--- src/design/c2va_pkg.sv ---
// ----------------------------------------------------------------------------
// c2va_pkg
// Shared types, constants and helpers for the conv2d valid-add block.
// ----------------------------------------------------------------------------
package c2va_pkg;

  localparam int IMAGE_MAX_DEF  = 64;
  localparam int FILTER_MAX_DEF = 8;

  localparam int IDX_W   = 12;
  localparam int DATA_W  = 32;
  localparam int IS_W    = 7;
  localparam int FS_W    = 4;
  localparam int BASE_W  = 2 * IS_W;
  localparam int WCNT_W  = 2 * FS_W;
  localparam int CFG_W   = 8;

  localparam int DIV_STEPS = 3;
  localparam int DIV_ITERS = IDX_W / DIV_STEPS;
  localparam int DIV_CNT_W = (DIV_ITERS > 1) ? $clog2(DIV_ITERS) : 1;

  localparam int QUEUE_DEPTH = 2;

  localparam logic [1:0] REQ_WEIGHT  = 2'd0;
  localparam logic [1:0] REQ_PIXEL   = 2'd1;
  localparam logic [1:0] REQ_COMPUTE = 2'd2;

  localparam logic [1:0] STAT_OK    = 2'd0;
  localparam logic [1:0] STAT_RANGE = 2'd1;
  localparam logic [1:0] STAT_SIZE  = 2'd2;

  localparam logic CFG_IMAGE_SIZE  = 1'b0;
  localparam logic CFG_FILTER_SIZE = 1'b1;

  typedef enum logic [1:0] {OP_WGT, OP_PIX, OP_CONV, OP_ERR} op_t;

  typedef struct packed {
    op_t                op;
    logic [IDX_W-1:0]   index;
    logic [DATA_W-1:0]  value;
    logic [1:0]         status;
    logic [BASE_W-1:0]  base;
  } job_t;

  typedef struct packed {
    logic [IS_W-1:0] img;
    logic [FS_W-1:0] flt;
    logic [IS_W-1:0] osz;
  } dims_t;

  typedef struct packed {
    logic full;
    logic empty;
  } q_stat_t;

  typedef enum logic [1:0] {F_IDLE, F_CHECK, F_DIV, F_BASE} front_state_t;
  typedef enum logic [1:0] {B_IDLE, B_MAC, B_DRAIN, B_OUT} back_state_t;

  // zero reads as one, anything above the maximum reads as the maximum
  function automatic logic [IS_W-1:0] clamp_size(input logic [IS_W-1:0] v,
                                                 input int unsigned maxv);
    logic [IS_W-1:0] r;
    if (v == '0) begin
      r = IS_W'(1);
    end else if (32'(v) > maxv) begin
      r = IS_W'(maxv);
    end else begin
      r = v;
    end
    return r;
  endfunction

endpackage

--- src/design/c2va_queue.sv ---
// ----------------------------------------------------------------------------
// c2va_queue
// Short job queue between the request front end and the compute back end.
// ----------------------------------------------------------------------------
module c2va_queue (
  input  logic              clk,
  input  logic              rst,
  input  logic              push,
  input  c2va_pkg::job_t    push_job,
  input  logic              pop,
  output c2va_pkg::job_t    head,
  output c2va_pkg::q_stat_t stat
);

  localparam int PTR_W = (c2va_pkg::QUEUE_DEPTH > 1) ? $clog2(c2va_pkg::QUEUE_DEPTH) : 1;
  localparam int CNT_W = $clog2(c2va_pkg::QUEUE_DEPTH + 1);

  c2va_pkg::job_t      slots [c2va_pkg::QUEUE_DEPTH];
  logic [PTR_W-1:0]    wr_ptr;
  logic [PTR_W-1:0]    rd_ptr;
  logic [CNT_W-1:0]    count;

  assign head       = slots[rd_ptr];
  assign stat.full  = (count == CNT_W'(c2va_pkg::QUEUE_DEPTH));
  assign stat.empty = (count == '0);

  always_ff @(posedge clk) begin
    if (push) slots[wr_ptr] <= push_job;
  end

  always_ff @(posedge clk) begin
    if (rst) begin
      wr_ptr <= '0;
      rd_ptr <= '0;
      count  <= '0;
    end else begin
      if (push) begin
        wr_ptr <= (wr_ptr == PTR_W'(c2va_pkg::QUEUE_DEPTH - 1)) ? '0 : wr_ptr + 1'b1;
      end
      if (pop) begin
        rd_ptr <= (rd_ptr == PTR_W'(c2va_pkg::QUEUE_DEPTH - 1)) ? '0 : rd_ptr + 1'b1;
      end
      case ({push, pop})
        2'b10:   count <= count + 1'b1;
        2'b01:   count <= count - 1'b1;
        default: count <= count;
      endcase
    end
  end

endmodule

--- config.mk ---
export PLATFORM = sky130hd
export DESIGN_NAME = c2va_queue
export DESIGN_NICKNAME = d
export VERILOG_FILES = /design/src/design/c2va_pkg.sv /design/src/design/c2va_queue.sv
export SDC_FILE = /design/constraint.sdc
export NUM_CORES = 1
export LEC_CHECK = 0
export ABC_AREA = 1
export BUFFER_PORTS_ARGS = -buffer_cell sky130_fd_sc_hd__clkbuf_2
export CAP_MARGIN = 20
export CORE_UTILIZATION = 54
export CTS_BUF_LIST = sky130_fd_sc_hd__clkbuf_8
export DETAILED_ROUTE_END_ITERATION = 6
export PLACE_DENSITY = 0.88
export SETUP_SLACK_MARGIN = 0.3
export SYNTH_ARGS = -nofsm -noshare
export SYNTH_HDL_FRONTEND = slang
export SYNTH_SLANG_ARGS = --single-unit
--- constraint.sdc ---
create_clock -name clk -period 5.21 [get_ports clk]
set_clock_uncertainty 0.2 [all_clocks]
set_input_delay 0.521 -clock clk [delete_from_list [all_inputs] [get_ports clk]]
set_output_delay 0.521 -clock clk [all_outputs]
set_load 0.01 [all_outputs]
### After elaboration in Yosys (flattened, before gate mapping)

Memories as Yosys holds them, arrays and structs flattened. A register that Yosys moved wholly into a read port is not among the register bits.
Index checks and enable logic that the tools add are counted.

| operators by class | value |
|---|---|
| equal/unequal tests | 3 |
| add/subtract/negate cells | 4 |
| muxes and demuxes | 7 |
| reductions and logical operators | 2 |

Operator list:

| cell | number |
|---|---|
| 2-to-1 mux 1 bit | 6 |
| == test 2 bit (second input constant) | 2 |
| case mux 2 bit (2 select lines) | 1 |
| adder 1 bit (second input constant) | 2 |
| adder 2 x 1 -> 2 bit (second input constant) | 1 |
| == test 2 x 1 -> 1 bit (second input constant) | 1 |
| zero test 2 bit | 1 |
| nonzero test 2 bit | 1 |
| subtractor 2 x 1 -> 2 bit (second input constant) | 1 |

| storage, ports and cells | value |
|---|---|
| flip-flop bits (word level) | 4 |
| logic and storage cells | 20 |
| input port bits | 66 |
| memory bits (writable) | 124 |
| memories kept | 1 |

Memories:

| memory | depth | bits a word | read ports | clocked after memory_dff | write ports | RTL line | source |
|---|---|---|---|---|---|---|---|
| slots | 2 | 62 | 1 | 1 | 1 | c2va_queue.sv:18 | `c2va_pkg::job_t slots [c2va_pkg::QUEUE_DEPTH];` |

### Longest topological paths before layout

| depth | value |
|---|---|
| word-level depth | 4 |
| depth in mapped cells | 7 |
| depth with buffers taken out | 7 |

### Least setup slack after synthesis

Ideal clock, no wire load.

| path | value |
|---|---|
| path kind | input to register |
| from | in push |
| to | mem slots[0][0] (netlist name), enable pin |
| required time | 4526 ps |
| buffers on the path | 0 |
| stages | 2 |
| setup time | 484 ps |
| arrival | 3180 ps |
| setup slack | 1346 ps |
| cell sequence | inv_1 nor2_1 |

| on the way | value |
|---|---|
| word-level cells in the longest chain between the ends | 2 |

RTL lines:

| item | RTL line | source |
|---|---|---|
| start, declared | c2va_queue.sv:8 | `input logic push,` |
| 2-to-1 mux 1 bit | c2va_queue.sv:28 | `if (push) slots[wr_ptr] <= push_job;` |
| 2-to-1 mux 1 bit (not written as such) | c2va_queue.sv:28 |  |
| end, declared | c2va_queue.sv:18 |  |

No other way between the ends.

==> run_results.csv <==
group,metric,value,unit
synthesis,synth_top_area_share,74.4,%
global_route,antenna_found_initial,0,
placed_design,gp_congestion,0.742,
detailed_routing,drtPass1Iterations,6,
final_layout,antenna_cells,0,
setup_path,crit_cells,3,
die,dieArea,9660,um2
pwr,ir_drop,0.215,mV
setup_path,crit_required,4490,ps
die,die_w,98.3,um
clock_network,clk_latency,410,ps
synthesis,avgSynthCellArea,22.1,um2
placed_design,hpwlAfterDp,5260,um
setup_path,worst-path-buf-inv,2,
final_layout,drive_gt1_share,59.0,%
timing,fin_setup_tns,0,ps
synthesis,synth_area_leaders,"edfxtp_1 (74%), mux2_4 (18%), buf_12 (2.4%)",
die,start_util,56.5,%
pwr,p_leak,2.54,nW
setup_path,crit_type,"reg -> out",
die,rows,34,
clock_network,cts_buffer_depth,2,
clock_network,postCtsHoldBufs,0,
pwr,power_per_cell_area,407,nW/um2
setup_path,ff2ff_path_depth,2,
setup_path,cp_cell_sequence,"buf_12, mux2_2, clkbuf_2",
final_layout,area_growth,23.8,%
global_route,grt_max_degree,63,
clock_network,root_buffer,"clkbuf_8",
timing,min_period,2690,ps
placed_design,post-place-ws,2720,ps
detailed_routing,vias_per_cell,5.03,
timing,fmax,372,MHz
synthesis,netlist_area,5000,um2
timing,setup_viol,0,
global_route,grt_pass1_vias,2600,
global_route,overflow,0,
clock_network,cts_num_sinks,129,
setup_path,rrSetupSlack,3110,ps
detailed_routing,wl_per_cell,16.6,um
setup_path,critical_path.top_delay_family,"flip-flops",
timing,rsz0062_at_grt,"false",
setup_path,timing.rr.end,"slots[0][1]$_DFFE_PP_",
synthesis,ys_types,15,
setup_path,arrival,1970,ps
clock_network,ctsResizeCount,0,
final_layout,seq_area,3830,um2
timing,hold_viol,0,
hold_path,hp-class,"in -> reg",
placed_design,io_buffers,129,
timing,slew_headroom,51.5,%
synthesis,synth_fp_nets,293,
setup_path,end_kind,"primary output",
timing,tightest_slew,726,ps
hold_path,hold_path_depth,1,
synthesis,yosysWarnings,0,
global_route,grt_first_pass_wirelength,12800,um
detailed_routing,drc,9,
outcome,violations,"design-rule violations",
timing,maxSlewViolCount,0,
clock_network,cts_tree,"done",
synthesis,synth_seq_cells,129,
final_layout,nFillCells,598,
die,ioPinCount,130,
detailed_routing,drt_iter0_drc,90,
synthesis,synth_cells,226,
clock_network,h-tree-depth,4,
clock_network,clk_pin_slew_worst_paths,70,ps
timing,layout_setup_ws,2520,ps
final_layout,nets,437,
job,max_cap_viol_count,0,
detailed_routing,drt_wl_total,8170,um
final_layout,multi_input_area,1030,um2
setup_path,path_max_fanout,32,
global_route,grtUsageTotal,18.2,%
synthesis,yosysSeqAreaShare,76.4,%
hold_path,min_from,"push_job[40]",
setup_path,start_kind,"register",
detailed_routing,ant_nets,0,
setup_path,max_stage_delay,730,ps
outcome,status,"complete, but fails checks",
setup_path,crit_end,"head[49]",
die,design.core.area,8850,um2
setup_path,cp_slowest_cell,"dfxtp_4",
clock_network,numCtsBuffers,17,
die,die_y,98.3,um
pwr,finalPower,2.52,mW
timing,final.period_utilization,51.6,%
clock_network,post_cts_buffers,0,
setup_path,r2r-start,"wr_ptr$_SDFFE_PP0P_",
detailed_routing,num_vias,2468,
synthesis,yosys.area.top_type,"edfxtp_1",
==> cell type report <==
class | count | area share, %
clock buffers | 17 | 3.78
clock inverters | 15 | 4.24
inverters | 7 | 0.424
multi-input cells | 83 | 16.6
flip-flops and latches | 129 | 61.8
well taps | 108 | 2.18
repair buffers | 132 | 11.0
==> layout by cell type (no fill, tap or decap), drive strengths merged <==
cell type / synthesis / final
a21oi: 1 / 1
buf: 7 / 3
bufinv: 0 / 7
clkbuf: 0 / 146
clkinv: 0 / 3
clkinvlp: 0 / 2
dfxtp: 5 / 5
edfxtp: 124 / 124
ha: 1 / 1
inv: 7 / 10
mux2: 62 / 62
nand2: 5 / 5
nand4: 1 / 1
nor2: 10 / 10
nor3: 1 / 1
o21ai: 1 / 1
xnor2: 1 / 1
==> cell usage after synthesis <==
cell and number:
buf_12 6, dfxtp_1 5, xnor2_1 1, o21ai_0 1, nor2_1 10, nand4_1 1, mux2_4 60, nor3_1 1
mux2_2 2, edfxtp_1 124, a21oi_1 1, nand2_1 5, ha_1 1, inv_1 7, buf_6 1
==> how the worst min path moves through the flow <==
stage	endpoint	slack (ps)
after floorplan	register	280
after global placement	register	300
after detailed placement	register	300
after CTS	slots[0][54]$_DFFE_PP_	60
after global routing	slots[0][15]$_DFFE_PP_	50
final	slots[1][40]$_DFFE_PP_	90
==> registers in the layout, indices dropped and copies added (netlist names), named ones only <==
register  cells
wr_ptr        1
slots       124
rd_ptr        1
count         2
==> cell families after synthesis <==
logic type | Yosys count | share of synthesized area [%]
flops | 129 | 76.4
mux | 62 | 18.5
simple gates | 17 | 1.35
buf+inv | 14 | 3.15
compound gates | 2 | 0.200
xor+xnor | 1 | 0.175
fa+ha+maj | 1 | 0.250
==> routing by layer <==
layer / global-route usage, % / wire (um) / vias to the layer above / share of wire (%)
li1: - / - / 1160 / -
met1: 19.4 / 3190 / 1209 / 39
met2: 32.6 / 4400 / 90 / 54
met3: 6.80 / 511 / 9 / 6.3
met4: 7.58 / 72 / 0 / 0.88
met5: 0 / 0 / - / 0
==> metrics by stage <==
step	utilization [%]	hold slack [ps]	cells	instance area, um2
after floorplan	-	280	226	5000
after global placement	64.2	296	458	5680
after detailed placement	64.2	296	458	5680
after CTS	69.8	60.8	490	6180
after global routing	70.0	47.2	491	6200
final	70.0	90.5	491	6200
==> report_power, final <==
part,leakage [nW],switching [mW],internal (mW)
Combinational,1.09,0.119,0.138
Sequential,1.21,0.0290,1.20
Clock,0.243,0.374,0.665
Total,2.54,0.521,2.00
No activity file was read; power rests on OpenSTA's default activity.
