`src/design/c2va_pkg.sv`:
```
// ----------------------------------------------------------------------------
// c2va_pkg
// Shared types, constants and helpers for the conv2d valid-add block.
// ----------------------------------------------------------------------------
package c2va_pkg;

  localparam int IMAGE_MAX_DEF  = 64;
  localparam int FILTER_MAX_DEF = 8;

  localparam int IDX_W   = 12;
  localparam int DATA_W  = 32;
  localparam int IS_W    = 7;
  localparam int FS_W    = 4;
  localparam int BASE_W  = 2 * IS_W;
  localparam int WCNT_W  = 2 * FS_W;
  localparam int CFG_W   = 8;

  localparam int DIV_STEPS = 3;
  localparam int DIV_ITERS = IDX_W / DIV_STEPS;
  localparam int DIV_CNT_W = (DIV_ITERS > 1) ? $clog2(DIV_ITERS) : 1;

  localparam int QUEUE_DEPTH = 2;

  localparam logic [1:0] REQ_WEIGHT  = 2'd0;
  localparam logic [1:0] REQ_PIXEL   = 2'd1;
  localparam logic [1:0] REQ_COMPUTE = 2'd2;

  localparam logic [1:0] STAT_OK    = 2'd0;
  localparam logic [1:0] STAT_RANGE = 2'd1;
  localparam logic [1:0] STAT_SIZE  = 2'd2;

  localparam logic CFG_IMAGE_SIZE  = 1'b0;
  localparam logic CFG_FILTER_SIZE = 1'b1;

  typedef enum logic [1:0] {OP_WGT, OP_PIX, OP_CONV, OP_ERR} op_t;

  typedef struct packed {
    op_t                op;
    logic [IDX_W-1:0]   index;
    logic [DATA_W-1:0]  value;
    logic [1:0]         status;
    logic [BASE_W-1:0]  base;
  } job_t;

  typedef struct packed {
    logic [IS_W-1:0] img;
    logic [FS_W-1:0] flt;
    logic [IS_W-1:0] osz;
  } dims_t;

  typedef struct packed {
    logic full;
    logic empty;
  } q_stat_t;

  typedef enum logic [1:0] {F_IDLE, F_CHECK, F_DIV, F_BASE} front_state_t;
  typedef enum logic [1:0] {B_IDLE, B_MAC, B_DRAIN, B_OUT} back_state_t;

  // zero reads as one, anything above the maximum reads as the maximum
  function automatic logic [IS_W-1:0] clamp_size(input logic [IS_W-1:0] v,
                                                 input int unsigned maxv);
    logic [IS_W-1:0] r;
    if (v == '0) begin
      r = IS_W'(1);
    end else if (32'(v) > maxv) begin
      r = IS_W'(maxv);
    end else begin
      r = v;
    end
    return r;
  endfunction

endpackage

```
`src/design/c2va_front.sv`:
```
// ----------------------------------------------------------------------------
// c2va_front
// Takes requests, range-checks them and resolves the output row and column
// of a compute request into a window base address, then queues the job.
// ----------------------------------------------------------------------------
module c2va_front (
  input  logic                          clk,
  input  logic                          rst,
  input  logic                          item_valid,
  output logic                          item_stall,
  input  logic [1:0]                    req_type,
  input  logic [c2va_pkg::IDX_W-1:0]    index,
  input  logic signed [c2va_pkg::DATA_W-1:0] value,
  input  c2va_pkg::dims_t               dims,
  input  c2va_pkg::q_stat_t             q_stat,
  output logic                          q_push,
  output c2va_pkg::job_t                q_job
);

  c2va_pkg::front_state_t state, state_next;

  logic [1:0]                       kind;
  logic [c2va_pkg::IDX_W-1:0]       idx;
  logic [c2va_pkg::DATA_W-1:0]      val;
  logic [c2va_pkg::IDX_W-1:0]       dvd;
  logic [c2va_pkg::IS_W-1:0]        rem;
  logic [c2va_pkg::DIV_CNT_W-1:0]   cnt;

  logic [c2va_pkg::IDX_W-1:0]       dvd_step;
  logic [c2va_pkg::IS_W-1:0]        rem_step;
  logic [c2va_pkg::IDX_W-1:0]       d;
  logic [c2va_pkg::IS_W-1:0]        r;
  logic [c2va_pkg::IS_W:0]          t;

  logic [c2va_pkg::BASE_W-1:0]      idx_ext;
  logic [c2va_pkg::BASE_W-1:0]      flt_sq;
  logic [c2va_pkg::BASE_W-1:0]      img_sq;
  logic [c2va_pkg::BASE_W-1:0]      out_sq;
  logic [c2va_pkg::BASE_W-1:0]      base_val;

  logic                             chk_push;
  logic                             chk_div;
  c2va_pkg::job_t                   chk_job;

  assign idx_ext  = c2va_pkg::BASE_W'(idx);
  assign flt_sq   = c2va_pkg::BASE_W'(dims.flt) * c2va_pkg::BASE_W'(dims.flt);
  assign img_sq   = c2va_pkg::BASE_W'(dims.img) * c2va_pkg::BASE_W'(dims.img);
  assign out_sq   = c2va_pkg::BASE_W'(dims.osz) * c2va_pkg::BASE_W'(dims.osz);

  // quotient is below the output side, so its low bits are the whole row
  assign base_val = c2va_pkg::BASE_W'(dvd[c2va_pkg::IS_W-1:0])
                    * c2va_pkg::BASE_W'(dims.img) + c2va_pkg::BASE_W'(rem);

  assign item_stall = (state != c2va_pkg::F_IDLE);

  // classify the captured request
  always_comb begin
    chk_push       = 1'b0;
    chk_div        = 1'b0;
    chk_job.op     = c2va_pkg::OP_ERR;
    chk_job.index  = idx;
    chk_job.value  = val;
    chk_job.status = c2va_pkg::STAT_RANGE;
    chk_job.base   = '0;
    case (kind)
      c2va_pkg::REQ_WEIGHT: begin
        chk_push = 1'b1;
        if (idx_ext < flt_sq) begin
          chk_job.op     = c2va_pkg::OP_WGT;
          chk_job.status = c2va_pkg::STAT_OK;
        end
      end
      c2va_pkg::REQ_PIXEL: begin
        chk_push = 1'b1;
        if (idx_ext < img_sq) begin
          chk_job.op     = c2va_pkg::OP_PIX;
          chk_job.status = c2va_pkg::STAT_OK;
        end
      end
      c2va_pkg::REQ_COMPUTE: begin
        if (c2va_pkg::IS_W'(dims.flt) > dims.img) begin
          chk_push       = 1'b1;
          chk_job.status = c2va_pkg::STAT_SIZE;
        end else if (idx_ext >= out_sq) begin
          chk_push       = 1'b1;
        end else begin
          chk_div        = 1'b1;
        end
      end
      default: ;
    endcase
  end

  // restoring divide by the output side, a few quotient bits per cycle
  always_comb begin
    d = dvd;
    r = rem;
    t = '0;
    for (int k = 0; k < c2va_pkg::DIV_STEPS; k++) begin
      t = {r, d[c2va_pkg::IDX_W-1]};
      d = {d[c2va_pkg::IDX_W-2:0], 1'b0};
      if (t >= {1'b0, dims.osz}) begin
        t    = t - {1'b0, dims.osz};
        d[0] = 1'b1;
      end
      r = t[c2va_pkg::IS_W-1:0];
    end
    dvd_step = d;
    rem_step = r;
  end

  always_comb begin
    state_next = state;
    unique case (state)
      c2va_pkg::F_IDLE: begin
        if (item_valid) state_next = c2va_pkg::F_CHECK;
      end
      c2va_pkg::F_CHECK: begin
        if (chk_div) begin
          state_next = c2va_pkg::F_DIV;
        end else if (!chk_push || !q_stat.full) begin
          state_next = c2va_pkg::F_IDLE;
        end
      end
      c2va_pkg::F_DIV: begin
        if (cnt == c2va_pkg::DIV_CNT_W'(c2va_pkg::DIV_ITERS - 1)) begin
          state_next = c2va_pkg::F_BASE;
        end
      end
      c2va_pkg::F_BASE: begin
        if (!q_stat.full) state_next = c2va_pkg::F_IDLE;
      end
      default: state_next = c2va_pkg::F_IDLE;
    endcase
  end

  always_comb begin
    q_push = 1'b0;
    q_job  = chk_job;
    unique case (state)
      c2va_pkg::F_CHECK: q_push = chk_push && !q_stat.full;
      c2va_pkg::F_BASE: begin
        q_push       = !q_stat.full;
        q_job.op     = c2va_pkg::OP_CONV;
        q_job.status = c2va_pkg::STAT_OK;
        q_job.base   = base_val;
      end
      default: ;
    endcase
  end

  always_ff @(posedge clk) begin
    if (rst) begin
      state <= c2va_pkg::F_IDLE;
    end else begin
      state <= state_next;
    end
  end

  always_ff @(posedge clk) begin
    if (state == c2va_pkg::F_IDLE && item_valid) begin
      kind <= req_type;
      idx  <= index;
      val  <= value;
      dvd  <= index;
      rem  <= '0;
      cnt  <= '0;
    end else if (state == c2va_pkg::F_DIV) begin
      dvd  <= dvd_step;
      rem  <= rem_step;
      cnt  <= cnt + 1'b1;
    end
  end

endmodule

```
`config.mk`:
```
export PLATFORM = sky130hd
export DESIGN_NAME = c2va_front
export DESIGN_NICKNAME = d
export VERILOG_FILES = /design/src/design/c2va_pkg.sv /design/src/design/c2va_front.sv
export SDC_FILE = /design/constraint.sdc
export NUM_CORES = 1
export LEC_CHECK = 0
export ABC_AREA = 0
export BUFFER_PORTS_ARGS = -buffer_cell sky130_fd_sc_hd__buf_2
export CAP_MARGIN = 40
export CORE_MARGIN = 5
export CORE_UTILIZATION = 55
export CTS_CLUSTER_DIAMETER = 30
export DETAILED_ROUTE_END_ITERATION = 12
export PLACE_DENSITY = 0.77
export SLEW_MARGIN = 20
export SYNTH_ARGS = -nofsm -noshare
export SYNTH_HDL_FRONTEND = slang
export SYNTH_SLANG_ARGS = --single-unit
```
`constraint.sdc`:
```
create_clock -name clk -period 11.7 [get_ports clk]
set_clock_uncertainty 0.2 [all_clocks]
set_input_delay 1.17 -clock clk [delete_from_list [all_inputs] [get_ports clk]]
set_output_delay 1.17 -clock clk [all_outputs]
set_load 0.1 [all_outputs]
```
Word level (Yosys, flattened, before mapping)
Index checks and enable logic that the tools add are counted.

$add $sub $neg: 5. Multiply operators: 4. Magnitude comparators: 7. Equal/unequal tests: 10. Mux-type cells: 30. Reductions and logical operators: 11.

Operators by type and width (number): $mul 7x7->14 (3); $ge 8x7->1 (3); $mux 12 (2); $mux 7 (3); $sub 7x7->7 (3); $mux 2 (9); $mux 16 (1); $add 14x7->14 (1); $ge 12x14->1 (1); $lt 12x14->1 (1); $lt 12x8->1 (1); $mux 1 (10); $eq 2x2->1 const B (4); $mul 4x4->8 (1); $pmux 2 s4 (1); $gt 4x7->1 (1); $ne 2x2->1 const B (3); $pmux 2 s3 (1); $eq 2x1->1 const B (2); $logic_not 2->1 (2); $pmux 1 s2 (2); $pmux 2 s2 (1); $reduce_and 4->1 (1); $reduce_bool 2->1 (2); other kinds (6) (8).

Register bits after elaboration: 69. Input bits: 69. Output and inout port bits: 64. Logic and storage cells: 74.

Logic depth before layout (Yosys ltp)
Gate-level depths: netlist (run 1).

Word-level depth: 10. Mapped depth: 26. Gate-level depth less buffers: 24.

Worst setup path after synthesis (run 1)
Ideal clock, no wire load.

Path type: input to output. From: input dims[11] (netlist name). To: output q_job[14] (netlist name). Arrival time: 8.455 ns. Required time: 10.330 ns. Slack: 1.875 ns. Cell stages on the path: 24. Buffers on the path: 2. Cell sequence: clkbuf_1 > clkbuf_1 > nand2_1 > fa_1 > fa_1 > inv_1 > fa_1 > inv_1 > fa_1 > inv_1 > ha_1 > nand3_1 > nand2_1 > a41oi_1 > a21oi_1 > a21o_1 > a21oi_1 > xor2_1 > ha_1 > a21oi_1 > a211oi_1 > nand4_1 > o41a_1 > a211oi_1.

RTL lines: start: declaration (RTL line c2va_front.sv:14) `input c2va_pkg::dims_t dims,`; end: declaration (RTL line c2va_front.sv:17) `output c2va_pkg::job_t q_job`.

==> flow_metrics.env, run 1 <==
export IMPL_cts_tree="yes"
export IMPL_finalInstanceArea_um2=9890
export IMPL_critPathKind="input port to primary output"
export IMPL_ctsResizeCount=0
export IMPL_ioPinCount=133
export IMPL_maxCapViolCount=0
export IMPL_hold_viol=0
export IMPL_setup_tns_final_ns=0
export IMPL_leakagePower_nw=4.98
export IMPL_ys_types=69
export IMPL_grt_remaining_overflow=0
export IMPL_critPathCaptureType="primary output"
export IMPL_nets=1329
export IMPL_wl_met1_um=8520
export IMPL_cpPeakStageDelay_ns=0.55
export IMPL_drtIter0Drc=298
export IMPL_drt_total_wl_um=20100
export IMPL_rows=46
export IMPL_synthMostInstantiatedCell="ha_1"
export IMPL_clk_path_buf_depth=2
export IMPL_fin_crit_ns=8.40
export IMPL_htree_levels=3
export IMPL_clkSlewWorstSetupHoldPaths_ns=0.06
export IMPL_fillers=1311
export IMPL_grt_pass1_vias=7105
export IMPL_grt_pass1_wl_um=33000
export IMPL_ys_seq_elements=69
export IMPL_critPathMaxFanout=20
export IMPL_dp_cells=1264
export IMPL_synthTopCellsByCount="ha_1, inv_1, nand2_1, nor2_1, fa_1"
export IMPL_relSlewSlack=0.509
export IMPL_setup_violations=0
export IMPL_maxUsedRoutingLayer="met4"
export IMPL_hpwl_um=16700
export IMPL_chipWidth_um=136
export IMPL_required_ns=10.33
export IMPL_power_density_nw_per_um2=209
export IMPL_initial_core_util=0.554
export IMPL_start_kind="input port"
export IMPL_synth_async_sr_flop_share=0
export IMPL_clk_latency_ns=0.33
export IMPL_die_area_um2=18400
export IMPL_routed_wl_met2_um=9570
export IMPL_crit_top_cell="fa_1"
export IMPL_grt_max_degree=61
export IMPL_status="complete, no violations"
export IMPL_drt_drc_violations_left=0
export IMPL_cp_data_arrival_time_ns=7.03
export IMPL_route_met3_wl_um=1440
export IMPL_ys_warn_count=0
export IMPL_drive_gt1_frac=0.164
export IMPL_area_delta_synth_final_pct=13.6
export IMPL_die_h_um=136
export IMPL_place_congestion=0.922
export IMPL_track_usage=0.224
export IMPL_peakVddDrop_uv=154
export IMPL_synth_area_per_cell_um2=9.33
export IMPL_cpMaxStageDelayCell="fa_1"
export IMPL_io_buffers=131
export IMPL_cts_setup_buffers=0
export IMPL_core_area_um2=15700
export IMPL_num_antenna_cells=0
export IMPL_wl_per_cell_um=15.7
export IMPL_antenna_found_initial=0
export IMPL_firstDrtPassIters=5
export IMPL_power_total_mw=2.06
export IMPL_netlist_area_um2=8700
export IMPL_syn_instance_count=933
export IMPL_tightest_slew_ns=0.719
export IMPL_postPlaceCellArea_um2=9570
export IMPL_hold_buffers=0
export IMPL_drv_slew=0
export IMPL_rsz0062_at_grt="no"
export IMPL_cts_buffers=9
export IMPL_numClockSinks=69
export IMPL_reg2reg_slack_ns=5.09
export IMPL_fin_crit_sh=0.718
export IMPL_via_count=7068
export IMPL_path_cells="buf_2 > nand2_1 > fa_1 > fa_1 > inv_1 > fa_1 > inv_1 > fa_1 > inv_1 > ha_1 > nand3_1 > nand2_1 > a41oi_1 > a21oi_1 > a21o_1 > a21oi_1 > xor2_1 > ha_1 > a21oi_1 > a211oi_1 > nand4_1 > o41a_1 > a211oi_1 > buf_2"
export IMPL_hold_path_class="flip-flop to flip-flop"
export IMPL_ant_nets=0
export IMPL_yosysTopAreaCell="edfxtp_1"
export IMPL_cts_root_buf="clkbuf_16"
export IMPL_ys_seq_area_frac=0.225
export IMPL_synth_nets=1203
export IMPL_timing_fmax_mhz=119
export IMPL_synth_area_leaders="edfxtp_1, ha_1, fa_1, inv_1, nand2_1"
export IMPL_avgViaCountPerCell=5.52
export IMPL_synth_top_area_share=0.200
export IMPL_ys_flop_type="edfxtp_1"
export IMPL_synth_edf_count=58
export IMPL_fin_cells=1280
-- layout make-up --
type / instances / area, um^2 / area share
multi-input combinational: 720 / 6190 / 0.626
inverter: 125 / 469 / 0.0474
clock buffer: 9 / 225 / 0.0228
sequential: 69 / 1960 / 0.198
tap: 216 / 270 / 0.0273
timing repair buffer: 134 / 678 / 0.0686
clock inverter: 7 / 90.1 / 0.00911
-- power by group --
part / leakage, nW / total, mW / internal (mW) / switching, mW
logic: 4.18 / 1.44 / 0.607 / 0.837
clock network: 0.151 / 0.284 / 0.185 / 0.0987
registers: 0.648 / 0.335 / 0.303 / 0.0314
-- path summary, 6_finish.rpt --
kind              depth (start not counted)     start        end
setup / recovery                         24  dims[11]  q_job[14]
hold / removal                            2    cnt[1]     cnt[1]
setup reg to reg                         22   dvd[11]     rem[6]
hold reg to reg                           2    cnt[1]     cnt[1]
-- critical path: cells and delay by family --
kind	cells	cell delay (ns)
fa+ha+maj	6	2.77
buf+inv	5	0.91
compound gates	8	1.58
xor+xnor	1	0.10
simple gates	4	0.46
-- registers in the layout (all words and copies together), names as in the netlist, named ones only --
signal,flops
idx,12
val,32
dvd,12
kind,2
state,1
cnt,2
rem,7
-- per-stage QoR --
step	setup slack, ns	util	hold WS (ns)
finish	3.30	0.629	0.298
CTS	3.28	0.629	0.299
global route	2.76	0.629	0.335
detailed placement	3.31	0.609	0.267
global placement	3.36	0.609	0.248
floorplan	1.87	-	0.240
-- metal layers --
layer	up-vias	track usage
met5	-	0
met2	229	0.387
met3	37	0.0412
met1	3335	0.280
met4	0	0.0829
li1	3467	-
-- cell families after synthesis --
logic type / after synthesis / share of synthesized area
and+or+nand+nor: 307 / 0.175
DFF: 69 / 0.225
adders and majority gates: 201 / 0.343
xor gates and xnor gates: 45 / 0.0453
AOI/OAI and AO/OA: 143 / 0.119
buffers and inverters: 144 / 0.0630
muxes: 24 / 0.0298
-- placed cells by master (no fill, tap or decap), types with 4 or more instances in the layout --
master,instances
nand3_1,11
o21ai_0,21
and3_1,11
and4_1,4
inv_1,124
nor3b_1,4
xnor2_1,26
a211o_1,5
o21a_1,9
nand2b_1,16
a21oi_1,28
nor2b_1,11
ha_1,138
nand4_1,5
fa_1,63
nand2_1,95
nor4_1,4
a211oi_1,10
and2_1,49
a21o_1,18
dfxtp_1,11
buf_2,131
xor2_1,19
a31oi_1,6
nor2_1,65
nor3_1,16
mux2i_1,11
o21ai_1,6
clkbuf_16,9
edfxtp_1,58
mux2_2,11
No activity file was read; power rests on OpenSTA's default activity.
==> inputs of run 2 (changes only) <==
ABC_AREA = 1   (was 0)
PLACE_DENSITY = 0.76   (was 0.77)
clock period = 7.8 ns   (was 11.7 ns; I/O delays follow)
==> run 2 against run 1 <==
- count of clock-buffer cells in the layout did not move
- sequential cell count did not move
- critical path depth rose by 2
- register-to-register slack got worse by 3.2 ns
- worst setup slack got worse by 2.7 ns
- routed wire length fell by 1.5%
- largest cell class unchanged
- die area rose by 1.9%
- core utilization rose by 0.11 points
- sequential share of layout area fell by 0.25 points
- hold slack got worse by 0.012 ns
- area after synthesis rose by 2.0%
- cell count rose by 14%
==> flow_metrics.env, run 2 <==
export IMPL_status="complete, no violations"
export IMPL_synth_area_per_cell_um2=7.91
export IMPL_synth_async_sr_flop_share=0
export IMPL_crit_buf_inv=7
export IMPL_drt_total_wl_um=19800
export IMPL_cpMaxStageDelayCell="fa_1"
export IMPL_synthAdderAreaFrac=0.336
export IMPL_multi_input_area_um2=5830
export IMPL_reg2reg_from="dvd[11]"
export IMPL_die_area_um2=18800
export IMPL_cts_tree="yes"
export IMPL_core_area_um2=15900
export IMPL_relSlewSlack=0.554
export IMPL_ys_seq_elements=69
export IMPL_syn_instance_count=1123
export IMPL_setup_violations=0
export IMPL_cpPeakStageDelay_ns=0.54
export IMPL_synth_top_area_share=0.196
export IMPL_crit_start="dims[17]"
export IMPL_cts_root_buf="clkbuf_16"
export IMPL_avgViaCountPerCell=5.10
export IMPL_synth_top_family_by_area="adder cells"
export IMPL_chipWidth_um=137
export IMPL_synthSimpleGateAreaFrac=0.185
export IMPL_nets=1509
export IMPL_hpwl_um=16600
export IMPL_drt_drc_violations_left=0
export IMPL_io_buffers=131
export IMPL_path_delay_family="adder cells"
export IMPL_fillers=1438
export IMPL_antenna_found_initial=0
export IMPL_ys_seq_area_frac=0.221
export IMPL_synthMostInstantiatedCell="nand2_1"
export IMPL_mostFrequentLayoutCell="nand2_1"
export IMPL_drtIter0Drc=345
export IMPL_synth_nets=1393
export IMPL_initial_core_util=0.559
export IMPL_crit_top_cell="inv_1"
export IMPL_place_congestion=0.912
export IMPL_synth_xor_area_frac=0.0414
export IMPL_critPathCaptureType="primary output"
export IMPL_yosysTopAreaCell="edfxtp_1"
export IMPL_rsz0062_at_grt="no"
export IMPL_synthTopCellsByCount="nand2_1, inv_1, ha_1, fa_1, a21oi_1"
export IMPL_synth_area_mux_share=0.00240
export IMPL_required_ns=6.82
export IMPL_clk_path_buf_depth=2
export IMPL_setup_tns_final_ns=0
export IMPL_cts_setup_buffers=0
export IMPL_min_from="cnt[0]"
export IMPL_grt_pass1_wl_um=33800
export IMPL_cp_data_arrival_time_ns=6.25
export IMPL_clk_latency_ns=0.33
export IMPL_regMostFlops="val"
export IMPL_ant_nets=0
export IMPL_synth_area_leaders="edfxtp_1, ha_1, fa_1, nand2_1, inv_1"
export IMPL_register_area_um2=1960
export IMPL_layout_common_cells="nand2_1, inv_1, ha_1"
export IMPL_critPathMaxFanout=15
export IMPL_synth_edf_count=58
export IMPL_firstDrtPassIters=5
export IMPL_critPathKind="input port to primary output"
export IMPL_timing_fmax_mhz=138
export IMPL_grt_remaining_overflow=0
export IMPL_drv_slew=0
export IMPL_numClockSinks=69
export IMPL_largest_register_ff_count=32
export IMPL_wl_per_cell_um=13.6
export IMPL_via_count=7449
export IMPL_grt_max_degree=35
export IMPL_drive_gt1_frac=0.136
export IMPL_num_antenna_cells=0
export IMPL_start_kind="input port"
export IMPL_ys_warn_count=0
export IMPL_maxCapViolCount=0
export IMPL_htree_levels=3
export IMPL_ctsResizeCount=0
export IMPL_fin_crit_ns=7.23
export IMPL_ys_types=51
export IMPL_area_delta_synth_final_pct=12.8
export IMPL_tightest_slew_ns=0.667
export IMPL_rows=46
export IMPL_hold_viol=0
export IMPL_top_regs="val (32), dvd (12), idx (12)"
export IMPL_cts_buffers=9
export IMPL_track_usage=0.224
export IMPL_reg2reg_slack_ns=1.86
export IMPL_fin_crit_sh=0.927
export IMPL_netlist_area_um2=8880
export IMPL_grt_pass1_vias=7442
export IMPL_ioPinCount=133
export IMPL_clkSlewWorstSetupHoldPaths_ns=0.06
export IMPL_hold_path_class="flip-flop to flip-flop"
export IMPL_ys_flop_type="edfxtp_1"
export IMPL_die_h_um=137
export IMPL_hold_buffers=0
export IMPL_synth_compound_area_frac=0.0905
## run 2: cell families after synthesis
| kind of cell | after synthesis |
|---|---|
| xor+xnor | 42 |
| buf+inv | 288 |
| simple gates | 389 |
| mux | 2 |
| flops | 69 |
| compound gates | 132 |
| fa+ha+maj | 201 |
## run 2: final timing paths
check / endpoint / depth (start not counted)
max: q_job[14] / 26
min: cnt[0] / 1
max reg2reg: dvd[0] / 31
min reg2reg: cnt[0] / 1
## run 2: area by class of cell
type / count / area share
inverter: 260 / 0.0974
multi-input combinational: 766 / 0.582
tap: 216 / 0.0270
clock inverter: 7 / 0.00799
clock buffer: 9 / 0.0225
sequential: 69 / 0.196
timing repair buffer: 133 / 0.0670
## run 2: stage by stage
stage	util	cells	instance area, um^2	setup slack, ns	hold slack, ns
floorplan	-	1123	8880	0.669	0.246
global placement	0.611	1444	9710	0.650	0.261
detailed placement	0.611	1444	9710	0.570	0.276
CTS	0.631	1460	10000	0.558	0.285
global route	0.631	1460	10000	0.141	0.315
finish	0.631	1460	10000	0.572	0.286
## run 2: routing by layer
metal  up-vias  GRT usage  wire, um
met5         -          0         0
met3        28     0.0544      1780
met4         0     0.0687       435
li1       3797          -         -
met2       253      0.368      8950
met1      3371      0.292      8650
Power of run 2 is left out: the tool's default activity adds up to more than one toggle a clock period on the data nets, which glitch-free logic cannot reach.
